File: config.mk
export PLATFORM = sky130hd
export DESIGN_NAME = cartridge_bank_mapper_irq
export DESIGN_NICKNAME = d
export VERILOG_FILES = /design/src/rtl/cbm_pkg.sv /design/src/rtl/cbm_front.sv /design/src/rtl/cbm_queue.sv /design/src/rtl/cbm_rem.sv /design/src/rtl/cbm_back.sv /design/src/rtl/cartridge_bank_mapper_irq.sv
export SDC_FILE = /design/constraint.sdc
export NUM_CORES = 1
export LEC_CHECK = 0
export ABC_AREA = 1
export BUFFER_PORTS_ARGS = -buffer_cell sky130_fd_sc_hd__buf_2
export CAP_MARGIN = 20
export CORE_ASPECT_RATIO = 1.4
export CORE_MARGIN = 3
export CORE_UTILIZATION = 45
export DETAILED_ROUTE_END_ITERATION = 10
export GPL_TIMING_DRIVEN = 0
export PLACE_DENSITY_LB_ADDON = 0.3
export SYNTH_ARGS = -nofsm -noshare
export SYNTH_HDL_FRONTEND = slang
export SYNTH_SLANG_ARGS = --single-unit
File: constraint.sdc
create_clock -name clk -period 2.85 [get_ports clk]
set_input_delay 0.285 -clock clk [delete_from_list [all_inputs] [get_ports clk]]
set_output_delay 0.285 -clock clk [all_outputs]
set_load 0.02 [all_outputs]
File: src/rtl/cbm_pkg.sv
// shared types, codes and constants of the cartridge bank mapper
// no dependencies; imported by every module of the block
package cbm_pkg;

	// default depth of the command queue between front and back
	localparam int unsigned QueueDepthDefault = 2;

	// bus operation codes
	localparam logic [2:0] OP_CPU_RD = 3'd0;
	localparam logic [2:0] OP_CPU_WR = 3'd1;
	localparam logic [2:0] OP_PPU_RD = 3'd2;
	localparam logic [2:0] OP_PPU_WR = 3'd3;
	localparam logic [2:0] OP_TICK   = 3'd4;

	// result target codes
	localparam logic [2:0] TGT_NONE   = 3'd0;
	localparam logic [2:0] TGT_PRG_RD = 3'd1;
	localparam logic [2:0] TGT_RAM_RD = 3'd2;
	localparam logic [2:0] TGT_RAM_WR = 3'd3;
	localparam logic [2:0] TGT_OPEN   = 3'd4;
	localparam logic [2:0] TGT_CHR_RD = 3'd5;
	localparam logic [2:0] TGT_CHR_WR = 3'd6;

	// configuration register indexes
	localparam logic [0:0] CFG_PRG_BANKS = 1'b0;
	localparam logic [0:0] CFG_CHR_BANKS = 1'b1;

	// register pages of cpu writes, counted from 0x8000
	localparam logic [2:0] PG_PRG01  = 3'd0;
	localparam logic [2:0] PG_PRG2   = 3'd1;
	localparam logic [2:0] PG_CHR01  = 3'd2;
	localparam logic [2:0] PG_CHR23  = 3'd3;
	localparam logic [2:0] PG_CHR45  = 3'd4;
	localparam logic [2:0] PG_CHR67  = 3'd5;
	localparam logic [2:0] PG_CTRL   = 3'd6;
	localparam logic [2:0] PG_IRQ    = 3'd7;

	localparam logic [1:0] PRG_FIXED_SLOT = 2'd3;
	localparam logic [8:0] PRESCALE_RELOAD = 9'd341;
	localparam logic [8:0] PRESCALE_DEC    = 9'd3;
	localparam logic [6:0] PRG_BANKS_MAX   = 7'd64;
	localparam logic [8:0] CHR_BANKS_MAX   = 9'd256;

	// remainder unit sizing
	localparam int unsigned REM_DVD_W   = 8;
	localparam int unsigned REM_PER_CYC = 2;
	localparam int unsigned REM_CYCLES  = REM_DVD_W / REM_PER_CYC;

	typedef enum logic [2:0] {
		K_NONE,
		K_RAM_RD,
		K_RAM_WR,
		K_PRG,
		K_REG,
		K_CHR_RD,
		K_CHR_WR,
		K_TICK
	} kind_t;

	typedef struct packed {
		kind_t       kind;
		logic [2:0]  idx;   // prg slot, chr bank index or register page
		logic        sub;
		logic [12:0] low;   // offset inside the window
		logic [7:0]  data;
	} cmd_t;

	typedef struct packed {
		logic       valid;
		logic [0:0] index;
		logic [8:0] data;
	} cfg_wr_t;

	typedef struct packed {
		logic                 start;
		logic [REM_DVD_W-1:0] dividend;
		logic [REM_DVD_W:0]   divisor;
	} rem_req_t;

	typedef struct packed {
		logic                 done;
		logic [REM_DVD_W-1:0] rem;
	} rem_rsp_t;

endpackage

File: src/rtl/cbm_front.sv
// front end: takes bus words and classifies them into commands
// depends on cbm_pkg
module cbm_front (
	input  logic          s_valid,
	output logic          s_ready,
	input  logic [2:0]    op,
	input  logic [15:0]   address,
	input  logic [7:0]    write_data,
	output logic          push_valid,
	input  logic          push_ready,
	output cbm_pkg::cmd_t push_cmd
);
	import cbm_pkg::*;

	cmd_t cmd;

	always_comb begin
		cmd      = '0;
		cmd.kind = K_NONE;
		cmd.data = write_data;
		unique case (op)
			OP_CPU_RD: begin
				if (address[15]) begin
					cmd.kind = K_PRG;
					cmd.idx  = {1'b0, address[14:13]};
					cmd.low  = address[12:0];
				end else if (address[15:13] == 3'b011) begin
					cmd.kind = K_RAM_RD;
					cmd.low  = address[12:0];
				end
			end
			OP_CPU_WR: begin
				if (address[15]) begin
					cmd.kind = K_REG;
					cmd.idx  = address[14:12];
					cmd.sub  = |address[4:3];
				end else if (address[15:13] == 3'b011) begin
					cmd.kind = K_RAM_WR;
					cmd.low  = address[12:0];
				end
			end
			OP_PPU_RD, OP_PPU_WR: begin
				if (address[15:13] == 3'b000) begin
					cmd.kind = (op == OP_PPU_RD) ? K_CHR_RD : K_CHR_WR;
					cmd.idx  = address[12:10];
					cmd.low  = {3'b000, address[9:0]};
				end
			end
			OP_TICK: cmd.kind = K_TICK;
			default: cmd.kind = K_NONE;
		endcase
	end

	assign push_valid = s_valid;
	assign s_ready    = push_ready;
	assign push_cmd   = cmd;

endmodule

File: src/rtl/cbm_queue.sv
// short command queue between front and back ends
// depends on cbm_pkg
module cbm_queue #(
	parameter int unsigned Depth = cbm_pkg::QueueDepthDefault
) (
	input  logic          clk,
	input  logic          arst_n,
	input  logic          push_valid,
	output logic          push_ready,
	input  cbm_pkg::cmd_t push_cmd,
	output logic          pop_valid,
	input  logic          pop,
	output cbm_pkg::cmd_t pop_cmd
);
	import cbm_pkg::*;

	localparam int unsigned PtrW = (Depth > 1) ? $clog2(Depth) : 1;
	localparam int unsigned CntW = $clog2(Depth + 1);
	localparam logic [PtrW-1:0] PtrLast = PtrW'(Depth - 1);
	localparam logic [CntW-1:0] CntFull = CntW'(Depth);

	cmd_t            mem_q [Depth];
	logic [PtrW-1:0] wr_q;
	logic [PtrW-1:0] rd_q;
	logic [CntW-1:0] cnt_q;
	logic            do_push;
	logic            do_pop;

	assign push_ready = (cnt_q != CntFull);
	assign pop_valid  = (cnt_q != '0);
	assign pop_cmd    = mem_q[rd_q];
	assign do_push    = push_valid && push_ready;
	assign do_pop     = pop && pop_valid;

	always_ff @(posedge clk or negedge arst_n) begin
		if (!arst_n) begin
			wr_q  <= '0;
			rd_q  <= '0;
			cnt_q <= '0;
		end else begin
			if (do_push) wr_q <= (wr_q == PtrLast) ? '0 : wr_q + 1'b1;
			if (do_pop) rd_q <= (rd_q == PtrLast) ? '0 : rd_q + 1'b1;
			if (do_push && !do_pop) cnt_q <= cnt_q + 1'b1;
			else if (do_pop && !do_push) cnt_q <= cnt_q - 1'b1;
		end
	end

	always_ff @(posedge clk) begin
		if (do_push) mem_q[wr_q] <= push_cmd;
	end

endmodule

File: src/rtl/cbm_rem.sv
// iterative remainder unit, restoring, REM_PER_CYC quotient bits per cycle while busy
// depends on cbm_pkg
module cbm_rem (
	input  logic              clk,
	input  logic              arst_n,
	input  cbm_pkg::rem_req_t req,
	output cbm_pkg::rem_rsp_t rsp
);
	import cbm_pkg::*;

	localparam int unsigned CntW = (REM_CYCLES > 1) ? $clog2(REM_CYCLES) : 1;
	localparam logic [CntW-1:0] CntLast = CntW'(REM_CYCLES - 1);

	logic [REM_DVD_W-1:0] rem_q;
	logic [REM_DVD_W-1:0] dvd_q;
	logic [REM_DVD_W:0]   dsr_q;
	logic [CntW-1:0]      cnt_q;
	logic                 busy_q;
	logic                 done_q;
	logic [REM_DVD_W-1:0] rem_nxt;
	logic [REM_DVD_W-1:0] dvd_nxt;
	logic [REM_DVD_W:0]   trial;

	// partial remainder stays below the divisor, so it fits the dividend width
	always_comb begin
		rem_nxt = rem_q;
		dvd_nxt = dvd_q;
		trial   = '0;
		for (int i = 0; i < REM_PER_CYC; i++) begin
			trial = {rem_nxt, dvd_nxt[REM_DVD_W-1]};
			dvd_nxt = {dvd_nxt[REM_DVD_W-2:0], 1'b0};
			if (trial >= dsr_q) trial = trial - dsr_q;
			rem_nxt = trial[REM_DVD_W-1:0];
		end
	end

	always_ff @(posedge clk or negedge arst_n) begin
		if (!arst_n) begin
			busy_q <= 1'b0;
			done_q <= 1'b0;
			cnt_q  <= '0;
		end else begin
			done_q <= 1'b0;
			if (req.start) begin
				busy_q <= 1'b1;
				cnt_q  <= '0;
			end else if (busy_q) begin
				cnt_q <= cnt_q + 1'b1;
				if (cnt_q == CntLast) begin
					busy_q <= 1'b0;
					done_q <= 1'b1;
				end
			end
		end
	end

	always_ff @(posedge clk) begin
		if (req.start) begin
			rem_q <= '0;
			dvd_q <= req.dividend;
			dsr_q <= req.divisor;
		end else if (busy_q) begin
			rem_q <= rem_nxt;
			dvd_q <= dvd_nxt;
		end
	end

	assign rsp.done = done_q;
	assign rsp.rem  = rem_q;

endmodule

File: src/rtl/cbm_back.sv
// back end: bank and irq state, command execution and the result register
// depends on cbm_pkg and cbm_rem
module cbm_back (
	input  logic             clk,
	input  logic             arst_n,
	input  cbm_pkg::cfg_wr_t cfg,
	input  logic             cmd_valid,
	output logic             cmd_pop,
	input  cbm_pkg::cmd_t    cmd,
	output logic             m_valid,
	input  logic             m_ready,
	output logic [2:0]       target,
	output logic [18:0]      mapped_offset,
	output logic             irq_req,
	output logic [1:0]       mirroring
);
	import cbm_pkg::*;

	typedef enum logic [2:0] {
		ST_IDLE = 3'b001,
		ST_DIV  = 3'b010,
		ST_FIN  = 3'b100
	} state_t;

	state_t     st_q;
	cmd_t       cmd_q;
	logic [6:0] cfg_prg_q;
	logic [8:0] cfg_chr_q;
	logic [5:0] prg_q [3];
	logic [7:0] chr_q [8];
	logic [7:0] ctrl_q;
	logic [7:0] latch_q;
	logic [7:0] count_q;
	logic [2:0] mode_q;
	logic [8:0] pre_q;
	logic       lvl_q;

	logic        out_valid_q;
	logic [2:0]  out_tgt_q;
	logic [18:0] out_off_q;
	logic        out_irq_q;
	logic [1:0]  out_mir_q;

	logic [6:0]  eff_prg;
	logic [8:0]  eff_chr;
	logic [5:0]  prg_sel;
	logic        need_div;
	logic        out_free;
	logic        fin_go;
	logic        tick_step;
	logic [8:0]  pre_nxt;
	logic [5:0]  bank_fixed;
	logic [2:0]  chr_wr_idx;
	logic [2:0]  fin_tgt;
	logic [18:0] fin_off;
	rem_req_t    rq;
	rem_rsp_t    rs;

	always_comb begin
		if (cfg_prg_q == '0) eff_prg = 7'd1;
		else if (cfg_prg_q > PRG_BANKS_MAX) eff_prg = PRG_BANKS_MAX;
		else eff_prg = cfg_prg_q;
		eff_chr = (cfg_chr_q > CHR_BANKS_MAX) ? CHR_BANKS_MAX : cfg_chr_q;
	end

	always_comb begin
		unique case (cmd.idx[1:0])
			2'd1:    prg_sel = prg_q[1];
			2'd2:    prg_sel = prg_q[2];
			default: prg_sel = prg_q[0];
		endcase
	end

	assign cmd_pop  = (st_q == ST_IDLE) && cmd_valid;
	assign need_div = ((cmd.kind == K_PRG) && (cmd.idx[1:0] != PRG_FIXED_SLOT)) ||
	                  (((cmd.kind == K_CHR_RD) || (cmd.kind == K_CHR_WR)) && (eff_chr != '0));

	always_comb begin
		rq.start    = cmd_pop && need_div;
		rq.dividend = (cmd.kind == K_PRG) ? {2'b00, prg_sel} : chr_q[cmd.idx];
		rq.divisor  = (cmd.kind == K_PRG) ? {2'b00, eff_prg} : eff_chr;
	end

	cbm_rem u_rem (
		.clk    (clk),
		.arst_n (arst_n),
		.req    (rq),
		.rsp    (rs)
	);

	// irq timer step rules
	assign tick_step  = mode_q[1] && (mode_q[2] || (pre_q <= PRESCALE_DEC));
	assign pre_nxt    = (pre_q > PRESCALE_DEC) ? pre_q - PRESCALE_DEC
	                                           : pre_q + PRESCALE_RELOAD - PRESCALE_DEC;
	assign chr_wr_idx = {cmd.idx[1:0] - 2'd2, cmd.sub};

	always_ff @(posedge clk or negedge arst_n) begin
		if (!arst_n) begin
			st_q      <= ST_IDLE;
			cfg_prg_q <= PRG_BANKS_MAX;
			cfg_chr_q <= CHR_BANKS_MAX;
			for (int i = 0; i < 3; i++) prg_q[i] <= '0;
			for (int i = 0; i < 8; i++) chr_q[i] <= '0;
			ctrl_q  <= '0;
			latch_q <= '0;
			count_q <= '0;
			mode_q  <= '0;
			pre_q   <= PRESCALE_RELOAD;
			lvl_q   <= 1'b0;
		end else begin
			if (cfg.valid) begin
				unique case (cfg.index)
					CFG_PRG_BANKS: cfg_prg_q <= cfg.data[6:0];
					CFG_CHR_BANKS: cfg_chr_q <= cfg.data;
					default:       cfg_chr_q <= cfg_chr_q;
				endcase
			end
			unique case (st_q)
				ST_IDLE: begin
					if (cmd_pop) begin
						st_q <= need_div ? ST_DIV : ST_FIN;
						if (cmd.kind == K_REG) begin
							unique case (cmd.idx)
								PG_PRG01: prg_q[{1'b0, cmd.sub}] <= cmd.data[5:0];
								PG_PRG2: begin
									if (!cmd.sub) prg_q[2] <= cmd.data[5:0];
								end
								PG_CHR01, PG_CHR23, PG_CHR45, PG_CHR67:
									chr_q[chr_wr_idx] <= cmd.data;
								PG_CTRL: begin
									if (cmd.sub) latch_q <= cmd.data;
									else ctrl_q <= cmd.data;
								end
								PG_IRQ: begin
									lvl_q <= 1'b0;
									if (cmd.sub) begin
										mode_q <= {mode_q[2], mode_q[0], mode_q[0]};
									end else begin
										mode_q <= cmd.data[2:0];
										if (cmd.data[1]) begin
											count_q <= latch_q;
											pre_q   <= PRESCALE_RELOAD;
										end
									end
								end
								default: lvl_q <= lvl_q;
							endcase
						end else if (cmd.kind == K_TICK) begin
							if (mode_q[1] && !mode_q[2]) pre_q <= pre_nxt;
							if (tick_step) begin
								if (count_q == 8'hFF) begin
									count_q <= latch_q;
									lvl_q   <= 1'b1;
								end else begin
									count_q <= count_q + 1'b1;
								end
							end
						end
					end
				end
				ST_DIV: begin
					if (rs.done) st_q <= ST_FIN;
				end
				ST_FIN: begin
					if (out_free) st_q <= ST_IDLE;
				end
				default: st_q <= ST_IDLE;
			endcase
		end
	end

	always_ff @(posedge clk) begin
		if (cmd_pop) cmd_q <= cmd;
	end

	// result of the finished command
	assign bank_fixed = 6'(eff_prg - 7'd1);

	always_comb begin
		fin_tgt = TGT_NONE;
		fin_off = '0;
		unique case (cmd_q.kind)
			K_RAM_RD: begin
				if (ctrl_q[7]) begin
					fin_tgt = TGT_RAM_RD;
					fin_off = {6'd0, cmd_q.low};
				end else begin
					fin_tgt = TGT_OPEN;
				end
			end
			K_RAM_WR: begin
				if (ctrl_q[7]) begin
					fin_tgt = TGT_RAM_WR;
					fin_off = {6'd0, cmd_q.low};
				end
			end
			K_PRG: begin
				fin_tgt = TGT_PRG_RD;
				if (cmd_q.idx[1:0] == PRG_FIXED_SLOT) fin_off = {bank_fixed, cmd_q.low};
				else fin_off = {rs.rem[5:0], cmd_q.low};
			end
			K_CHR_RD, K_CHR_WR: begin
				if (eff_chr != '0) begin
					fin_tgt = (cmd_q.kind == K_CHR_RD) ? TGT_CHR_RD : TGT_CHR_WR;
					fin_off = {1'b0, rs.rem, cmd_q.low[9:0]};
				end
			end
			default: fin_tgt = TGT_NONE;
		endcase
	end

	assign out_free = !out_valid_q || m_ready;
	assign fin_go   = (st_q == ST_FIN) && out_free;

	always_ff @(posedge clk or negedge arst_n) begin
		if (!arst_n) begin
			out_valid_q <= 1'b0;
		end else if (fin_go) begin
			out_valid_q <= 1'b1;
		end else if (m_ready) begin
			out_valid_q <= 1'b0;
		end
	end

	always_ff @(posedge clk) begin
		if (fin_go) begin
			out_tgt_q <= fin_tgt;
			out_off_q <= fin_off;
			out_irq_q <= lvl_q;
			out_mir_q <= ctrl_q[1:0];
		end
	end

	assign m_valid       = out_valid_q;
	assign target        = out_tgt_q;
	assign mapped_offset = out_off_q;
	assign irq_req       = out_irq_q;
	assign mirroring     = out_mir_q;

endmodule

File: src/rtl/cartridge_bank_mapper_irq.sv
// ticks, register writes and ram or open-bus accesses go from the back end's idle state to the
//   finish state; banked prg and chr accesses pass through the divide state, which waits
//   for the remainder unit to finish; the finish state loads the result register once it
//   is empty or m_ready is high, and then returns to idle
// the back end works on one command at a time; the queue keeps taking words while it has room
// reset (arst_n low, asynchronous): bank, control and irq registers cleared, prescaler 341,
//   bank counts 64 and 256, queue and result register empty
module cartridge_bank_mapper_irq #(
	parameter int unsigned QueueDepth = cbm_pkg::QueueDepthDefault
) (
	input  logic        clk,
	input  logic        arst_n,
	// bus access or m2 tick in
	input  logic        s_tvalid,
	output logic        s_tready,
	input  logic [23:0] s_tdata,   // address[15:0], write_data[23:16]
	input  logic [2:0]  s_tuser,   // op[2:0]
	// mapped result out
	output logic        m_tvalid,
	input  logic        m_tready,
	output logic [23:0] m_tdata,   // mapped_offset[18:0], irq_req[19], mirroring[21:20], zero
	output logic [2:0]  m_tuser,   // target[2:0]
	// configuration writes
	input  logic        cfg_valid,
	output logic        cfg_ready,
	input  logic [0:0]  cfg_index,
	input  logic [8:0]  cfg_data
);
	import cbm_pkg::*;

	logic        push_valid;
	logic        push_ready;
	cmd_t        push_cmd;
	logic        pop_valid;
	logic        pop;
	cmd_t        pop_cmd;
	cfg_wr_t     cfg;
	logic [2:0]  target;
	logic [18:0] mapped_offset;
	logic        irq_req;
	logic [1:0]  mirroring;

	// front end: decode op and address into a command word
	cbm_front u_front (
		.s_valid    (s_tvalid),
		.s_ready    (s_tready),
		.op         (s_tuser),
		.address    (s_tdata[15:0]),
		.write_data (s_tdata[23:16]),
		.push_valid (push_valid),
		.push_ready (push_ready),
		.push_cmd   (push_cmd)
	);

	// decouples classification from execution
	cbm_queue #(
		.Depth (QueueDepth)
	) u_queue (
		.clk        (clk),
		.arst_n     (arst_n),
		.push_valid (push_valid),
		.push_ready (push_ready),
		.push_cmd   (push_cmd),
		.pop_valid  (pop_valid),
		.pop        (pop),
		.pop_cmd    (pop_cmd)
	);

	// config writes are always taken
	assign cfg_ready = 1'b1;
	assign cfg.valid = cfg_valid;
	assign cfg.index = cfg_index;
	assign cfg.data  = cfg_data;

	// back end: state updates, bank arithmetic, result register
	cbm_back u_back (
		.clk           (clk),
		.arst_n        (arst_n),
		.cfg           (cfg),
		.cmd_valid     (pop_valid),
		.cmd_pop       (pop),
		.cmd           (pop_cmd),
		.m_valid       (m_tvalid),
		.m_ready       (m_tready),
		.target        (target),
		.mapped_offset (mapped_offset),
		.irq_req       (irq_req),
		.mirroring     (mirroring)
	);

	// pack the result word
	assign m_tdata = {2'b00, mirroring, irq_req, mapped_offset};
	assign m_tuser = target;

endmodule
# Yosys cells after proc, flatten, opt, wreduce, memory -nomap -nowiden
# Memory sizes are Yosys's and may differ from the RTL's.
# Index checks and enable logic that the tools add are counted.
# word_totals
reg_bits	215
mem_bits_rw	56
inputBits	42
out_inout_bits	30
n_memories	1
# memory_table
memory	words	width	rd	rd_clocked_by_memory_dff	write_ports	line_no	source
u_queue.mem_q	2	28	1	0	1	cbm_queue.sv:22	cmd_t mem_q [Depth];
# op_classes
n_addsub	13
magnitude_cmp	11
eq_ne	39
muxes	87
n_bitwise	5
reduce_logical	53
# op_table
cell	count
8-bit two-way mux	15
9-bit two-way mux	8
64-bit bitwise mux	1
19-bit case mux with 3 select lines	1
13-bit two-way mux	4
13-bit case mux with 3 select lines	1
3-bit == test, second input constant	12
3-bit by 2-bit == test with 1-bit output, second input constant	9
8-bit binary-select mux with 3-bit select	1
8-bit demux with 3-bit select	1
3-bit case mux with 4 select lines	2
6-bit case mux with 2 select lines	2
2-bit two-way mux	11
3-bit two-way mux	7
7-bit two-way mux	3
5-bit AND reduction	4
1-bit two-way mux	19
19-bit two-way mux	1
18-bit bitwise mux	1
9-bit greater-or-equal comparator	2
18-bit two-way mux	1
6-bit two-way mux	3
3-bit case mux with 3 select lines	2
2-bit nonzero test	9
42 further kinds	88

# Logic depth before layout (Yosys ltp)
# logic_depth
depth_word	8
mapped_depth	22

# Modules after synthesis
# From an unflattened synthesis, not the netlist that was laid out.
# unflattened
cells_unflattened	1586
area_unflattened_um2	13563.0
# by_module_without_submodules
mod	instances	cells_each	area_each_um2	seq_area_each_um2
cbm_back	1	963	8429.3	4654.5
cbm_queue	1	175	2262.2	1781.7
cbm_rem	1	292	2130.8	770.7
cbm_front	1	150	703.2	0.0
cartridge_bank_mapper_irq	1	6	37.5	0.0

# Least setup slack after synthesis
# No wires, ideal clock.
# synth_timing
kind	reg-to-reg
from	register u_back.u_rem.dsr_q[1]
to	register u_back.u_rem.rem_q[1]
setup_time_ps	113
t_arrival_ps	2995
slack_ps	-257
path_stages_with_launch	21
n_path_buf	0
synth_period_minus_slack_ps	3107
cell_sequence	edfxtp_1 -> inv_1 -> ha_1 -> nand2_1 -> nor2_1 -> nand3_1 -> nand2_1 -> nor2_1 -> nand2_1 -> nand2_1 -> nand2_1 -> ha_1 -> nand2_1 -> nor2_1 -> nand3_1 -> nand4_1 -> clkinv_1 -> nand3_1 -> nand2_1 -> nand2_1 -> nand2_1
# synth_between
elab_chain_cells	4
word_cells_on_any_way	6
# synth_lines
element	line_no	source
start, declared	cbm_rem.sv:16	logic [REM_DVD_W:0] dsr_q;
start signal, assigned	cbm_rem.sv:61	dsr_q <= req.divisor;
9-bit greater-or-equal comparator or 8-bit subtractor (tied branches)	cbm_rem.sv:32	if (trial >= dsr_q) trial = trial - dsr_q;
8-bit two-way mux	cbm_rem.sv:32	
8-bit subtractor or 9-bit greater-or-equal comparator (tied branches)	cbm_rem.sv:32	
8-bit two-way mux (*)	cbm_rem.sv:32	
end signal, assigned	cbm_rem.sv:63	rem_q <= rem_nxt;
end, declared	cbm_rem.sv:14	logic [REM_DVD_W-1:0] rem_q;
# Mark *: on every way between the ends. The rest lies on a longest branch, timed or not.
# A chain may end at the register's enable or synchronous reset.

# Final worst setup path
# layout_timing
from	register u_back.u_rem.dsr_q[8]
to	register u_back.u_rem.rem_q[4]
# layout_between
elab_chain_cells	4
word_cells_on_any_way	5
# layout_lines
element	line_no
9-bit greater-or-equal comparator	cbm_rem.sv:32
8-bit two-way mux	cbm_rem.sv:32
8-bit subtractor or 9-bit greater-or-equal comparator (tied branches)	cbm_rem.sv:32
8-bit two-way mux (*)	cbm_rem.sv:32
# Marked as above.

==> run metrics <==
status=finished with violations; violated checks=negative setup slack; most frequent CP cell=inv_2; proportion of netlist area held by the largest area contributor=26.6%; most frequent cells after synthesis=411 x nand2_1, 163 x inv_1, 134 x dfrtp_1; share of layout cells above drive strength 1=roughly 21%; Non-Filler Cell Area, Final=0.0160 mm^2; element type at the critical path end=flip-flop; Core Box Area=0.0285 mm^2; final WL=between 30 and 40 mm; worst-path maximum fanout=4; H-tree lvl count=1; Critical Path RT=3.29 ns; DRC=0; largest net degree at the start of global routing=81; CP startpoint=u_back.u_rem.dsr_q[8]$_SDFFCE_PP0P_; post-place instance area=0.0140 mm^2; NetSw=~8.5 mW; minimum clock period=2.97 ns; Num CTS Buffers=26; reg2reg path depth=18; Pint=11.3 mW; CTS tree=built; DRT Pass-1 Iters=6; Crit Path Class=reg2reg; Hold WS=0.0157 ns; Post-synth EDFFs=116; Post-synth ARST share=53.4%; Worst path slowest cell=fa_2; GRT Total Usage=21.2%; syn_area_per_cell=8.82 um^2; Clock Path Buffers=3; Routed Antenna Nets=0; startpoint types=flip-flop; Slew Limit Headroom=40.3%; crit path to=u_back.u_rem.rem_q[4]$_SDFFE_PP0P_; fmax=about 340 MHz; Max Cap Violations=0; CP Depth=18; count of final hold-check violations=0; mean number of vias per cell=approximately 5.3; YS warnings=0; DRT iter0 DRCs=845; DP HPWL=22.6 mm; final setup fails=8; number of clock sinks=266; Synth area leaders=edfxtp_1 27%, dfrtp_1 26%, nand2_1 12%; HP Class=in2reg; switching share of power=between 40% and 50%; Nets=1705; CP delay by family, top=simple AND/OR/NAND/NOR gates; mapped cell area=0.0131 mm^2; global route total overflow=0; Initial Util=45.9%; Final Max Slew Viols=0; initial antenna violation count=0; GP Congestion=0.920; Area Overhead vs Synth=22.1%; setup ws final=-0.122 ns; Die Height=208 um; Worst-path clk slew=around 0.070 ns; clock power share=approximately 18%; #FFs+latches synth=266; Die X=150 um; post-synthesis sequential area ratio=55.1%; Filler cells=2542; Reg2Reg Setup Slack=-0.12 ns; most frequent cell after synthesis=nand2_1; average wire per cell in the routed design=16.7 um; Flop pwr share=a little under a third; Clock Latency Late Sink=0.54 ns; reg-to-reg critical path endpoint=u_back.u_rem.rem_q[4]$_SDFFE_PP0P_; Arr. time, crit path=3.41 ns; Comb pwr share=50.4%; global-route wire length before repair=53.4 mm; reg2reg start=u_back.u_rem.dsr_q[8]$_SDFFCE_PP0P_; post-route clock period utilization=104%; peak supply drop=approximately 650 uV; Slowest Stage Delay on Critical Path=0.41 ns; Critical Path, Cell by Cell=inv_2 > ha_4 > nand2_4 > inv_2 > a21oi_2 > nand2_1 > nor2_4 > buf_6 > nand3_4 > and2_4 > fa_2 > inv_2 > nor2_4 > nor2_1 > xor2_1 > a21oi_2 > nand3_1 > nand2_1; IO Pins=approximately 70; leak pwr=7.14 nW; power per standard cell area=roughly 1200 mW/mm^2; Die Footprint=around 0.031 mm^2; via count of the routed design=10.7k; Buf/Inv on CP=4; number of diodes=0; largest area contributor in the netlist=edfxtp_1; root buf cell=clkbuf_16; num rows=73; vias in the first global route=roughly 10k; Post-synth top flop=dfrtp_1; non-filler cells, final=2027; Synth Instances=1483; Port Buffer Count=68; Cells after DPL=1929; RSZ-0062 raised after global routing=true; skew final=roughly 0.014 ns; Cell variety after synth=50; Worst Tran Pin Value=~0.9 ns
==> worst min-delay path by stage <==
stage | start | end | slack (ns) | depth (start not counted)
finish | cfg_data[1] | u_back.cfg_chr_q[1]$_DFFE_PN0P_ | 0.02 | 3
global route | cfg_data[6] | u_back.cfg_prg_q[6]$_DFFE_PN1P_ | 0.03 | 3
CTS | cfg_data[1] | u_back.cfg_chr_q[1]$_DFFE_PN0P_ | 0.003 | 3
detailed placement | arst_n | u_back.chr_q[10]$_DFFE_PN0P_ | 0.32 | 1
global placement | u_back.ctrl_q[1]$_DFFE_PN0P_ | u_back.mirroring[1]$_DFFE_PP_ | 0.44 | 0
floorplan | arst_n | u_back.cfg_chr_q[0]$_DFFE_PN0P_ | -0.01 | 0
==> per-stage QoR <==
| stage | utilization [%] | total power, mW | worst slack (ns) | setup TNS, ns |
|---|---|---|---|---|
| 2_1_floorplan | - | 11.5 | 0.000301 | 0 |
| 3_3_place_gp | 48.8 | 13.5 | -0.692 | -145.72 |
| 3_5_place_dp | 49.1 | 13.7 | -0.755 | -64.24 |
| 4_1_cts | 54.5 | 18.5 | -0.00235 | -0.00235 |
| 5_1_grt | 56.0 | 21.2 | -0.235 | -1.66 |
| 6_report | 56.0 | 19.8 | -0.122 | -0.792 |
==> worst register-to-register path, stage by stage, from the launching register on <==
cell      delay (ns)
edfxtp_1        0.38
inv_2           0.11
ha_4            0.22
nand2_4         0.07
inv_2           0.04
a21oi_2         0.12
nand2_1         0.09
nor2_4          0.24
buf_6           0.18
nand3_4         0.07
and2_4          0.16
fa_2            0.41
inv_2           0.09
nor2_4          0.05
nor2_1          0.13
xor2_1          0.27
a21oi_2         0.09
nand3_1         0.09
nand2_1         0.05
==> final cells by class <==
cell class	instances	area, um^2	share of cell area [%]
Timing Repair inverter	1	5.00	0.0313
Multi-Input combinational cell	995	5630	35.3
Sequential cell	266	7220	45.2
Clock inverter	14	146	0.917
Buffer	50	267	1.67
Tap cell	375	469	2.94
Clock buffer	34	742	4.65
Timing Repair Buffer	119	823	5.16
Inverter	173	664	4.16
==> power by group through the flow <==
| stage | Clock [mW] | Combinational [mW] | Sequential, mW |
|---|---|---|---|
| after CTS | 3.62 | 8.68 | 6.22 |
| after floorplan | 0 | 5.36 | 6.11 |
| after global placement | 0 | 7.27 | 6.21 |
| after detailed placement | 0 | 7.46 | 6.24 |
| final | 3.57 | 10.0 | 6.26 |
| after global routing | 3.79 | 11.0 | 6.38 |
==> cell usage in the layout (no fill, tap or decap), types with 10 or more instances in the layout <==
master         instances
buf_2                 85
ha_4                  19
buf_4                 39
edfxtp_1             116
nand4_1               11
nand2_1              380
inv_2                 19
nand3_1               82
dfrtp_1              133
xor2_1                15
o21ai_0              128
clkbuf_16             27
o21ai_1               63
a21boi_0              11
nand3_2               12
nor2_1                83
o211ai_1              12
dlygate4sd3_1         11
a21oi_2               10
inv_1                149
nand2_2               29
clkbuf_1              21
a21oi_1               30
==> layer usage <==
metal	GRT usage, %	share of wire (%)
met1	26.6	39
met5	0	0
met2	36.8	52
met4	9.38	4.5
met3	2.23	4.7
==> logic make-up (layout without fill, tap and decap cells) <==
family	after synthesis	count (layout)	share of synthesized area (%)
multiplexers	6	6	0.497
other	2	3	0.0574
adder cells (fa/ha/maj)	31	31	3.08
XOR/XNOR	24	24	1.61
buffers and inverters	225	391	6.89
AND/OR/NAND/NOR	648	649	21.0
AO/OA/AOI/OAI	281	282	11.8
flip-flops	266	266	55.1
==> registers in the layout, indices dropped and copies added, names as in the netlist, 2 cells and up <==
| register | flops |
|---|---|
| u_back.chr_q | 64 |
| u_queue.mem_q | 56 |
| u_back.mapped_offset | 19 |
| u_back.cmd_q | 18 |
| u_back.prg_q | 18 |
| u_back.cfg_chr_q | 9 |
| u_back.pre_q | 9 |
| u_back.u_rem.dsr_q | 9 |
| u_back.count_q | 8 |
| u_back.latch_q | 8 |
| u_back.u_rem.dvd_q | 8 |
| u_back.u_rem.rem_q | 8 |
| u_back.cfg_prg_q | 7 |
| u_back.ctrl_q | 3 |
| u_back.mode_q | 3 |
| u_back.st_q | 3 |
| u_back.target | 3 |
| u_back.mirroring | 2 |
| u_back.u_rem.cnt_q | 2 |
| u_queue.cnt_q | 2 |
==> what timing repair did <==
item | in CTS | in global routing
hold buffers | 11 | 0
setup endpoints to repair | 145 | 102
endpoints found under the hold margin | 78 | 0
buffers inserted | 22 | 15
resized for setup | 86 | 77
cloned | 3 | 0
pin swaps | 28 | 53
No activity file was read; power rests on OpenSTA's default activity.
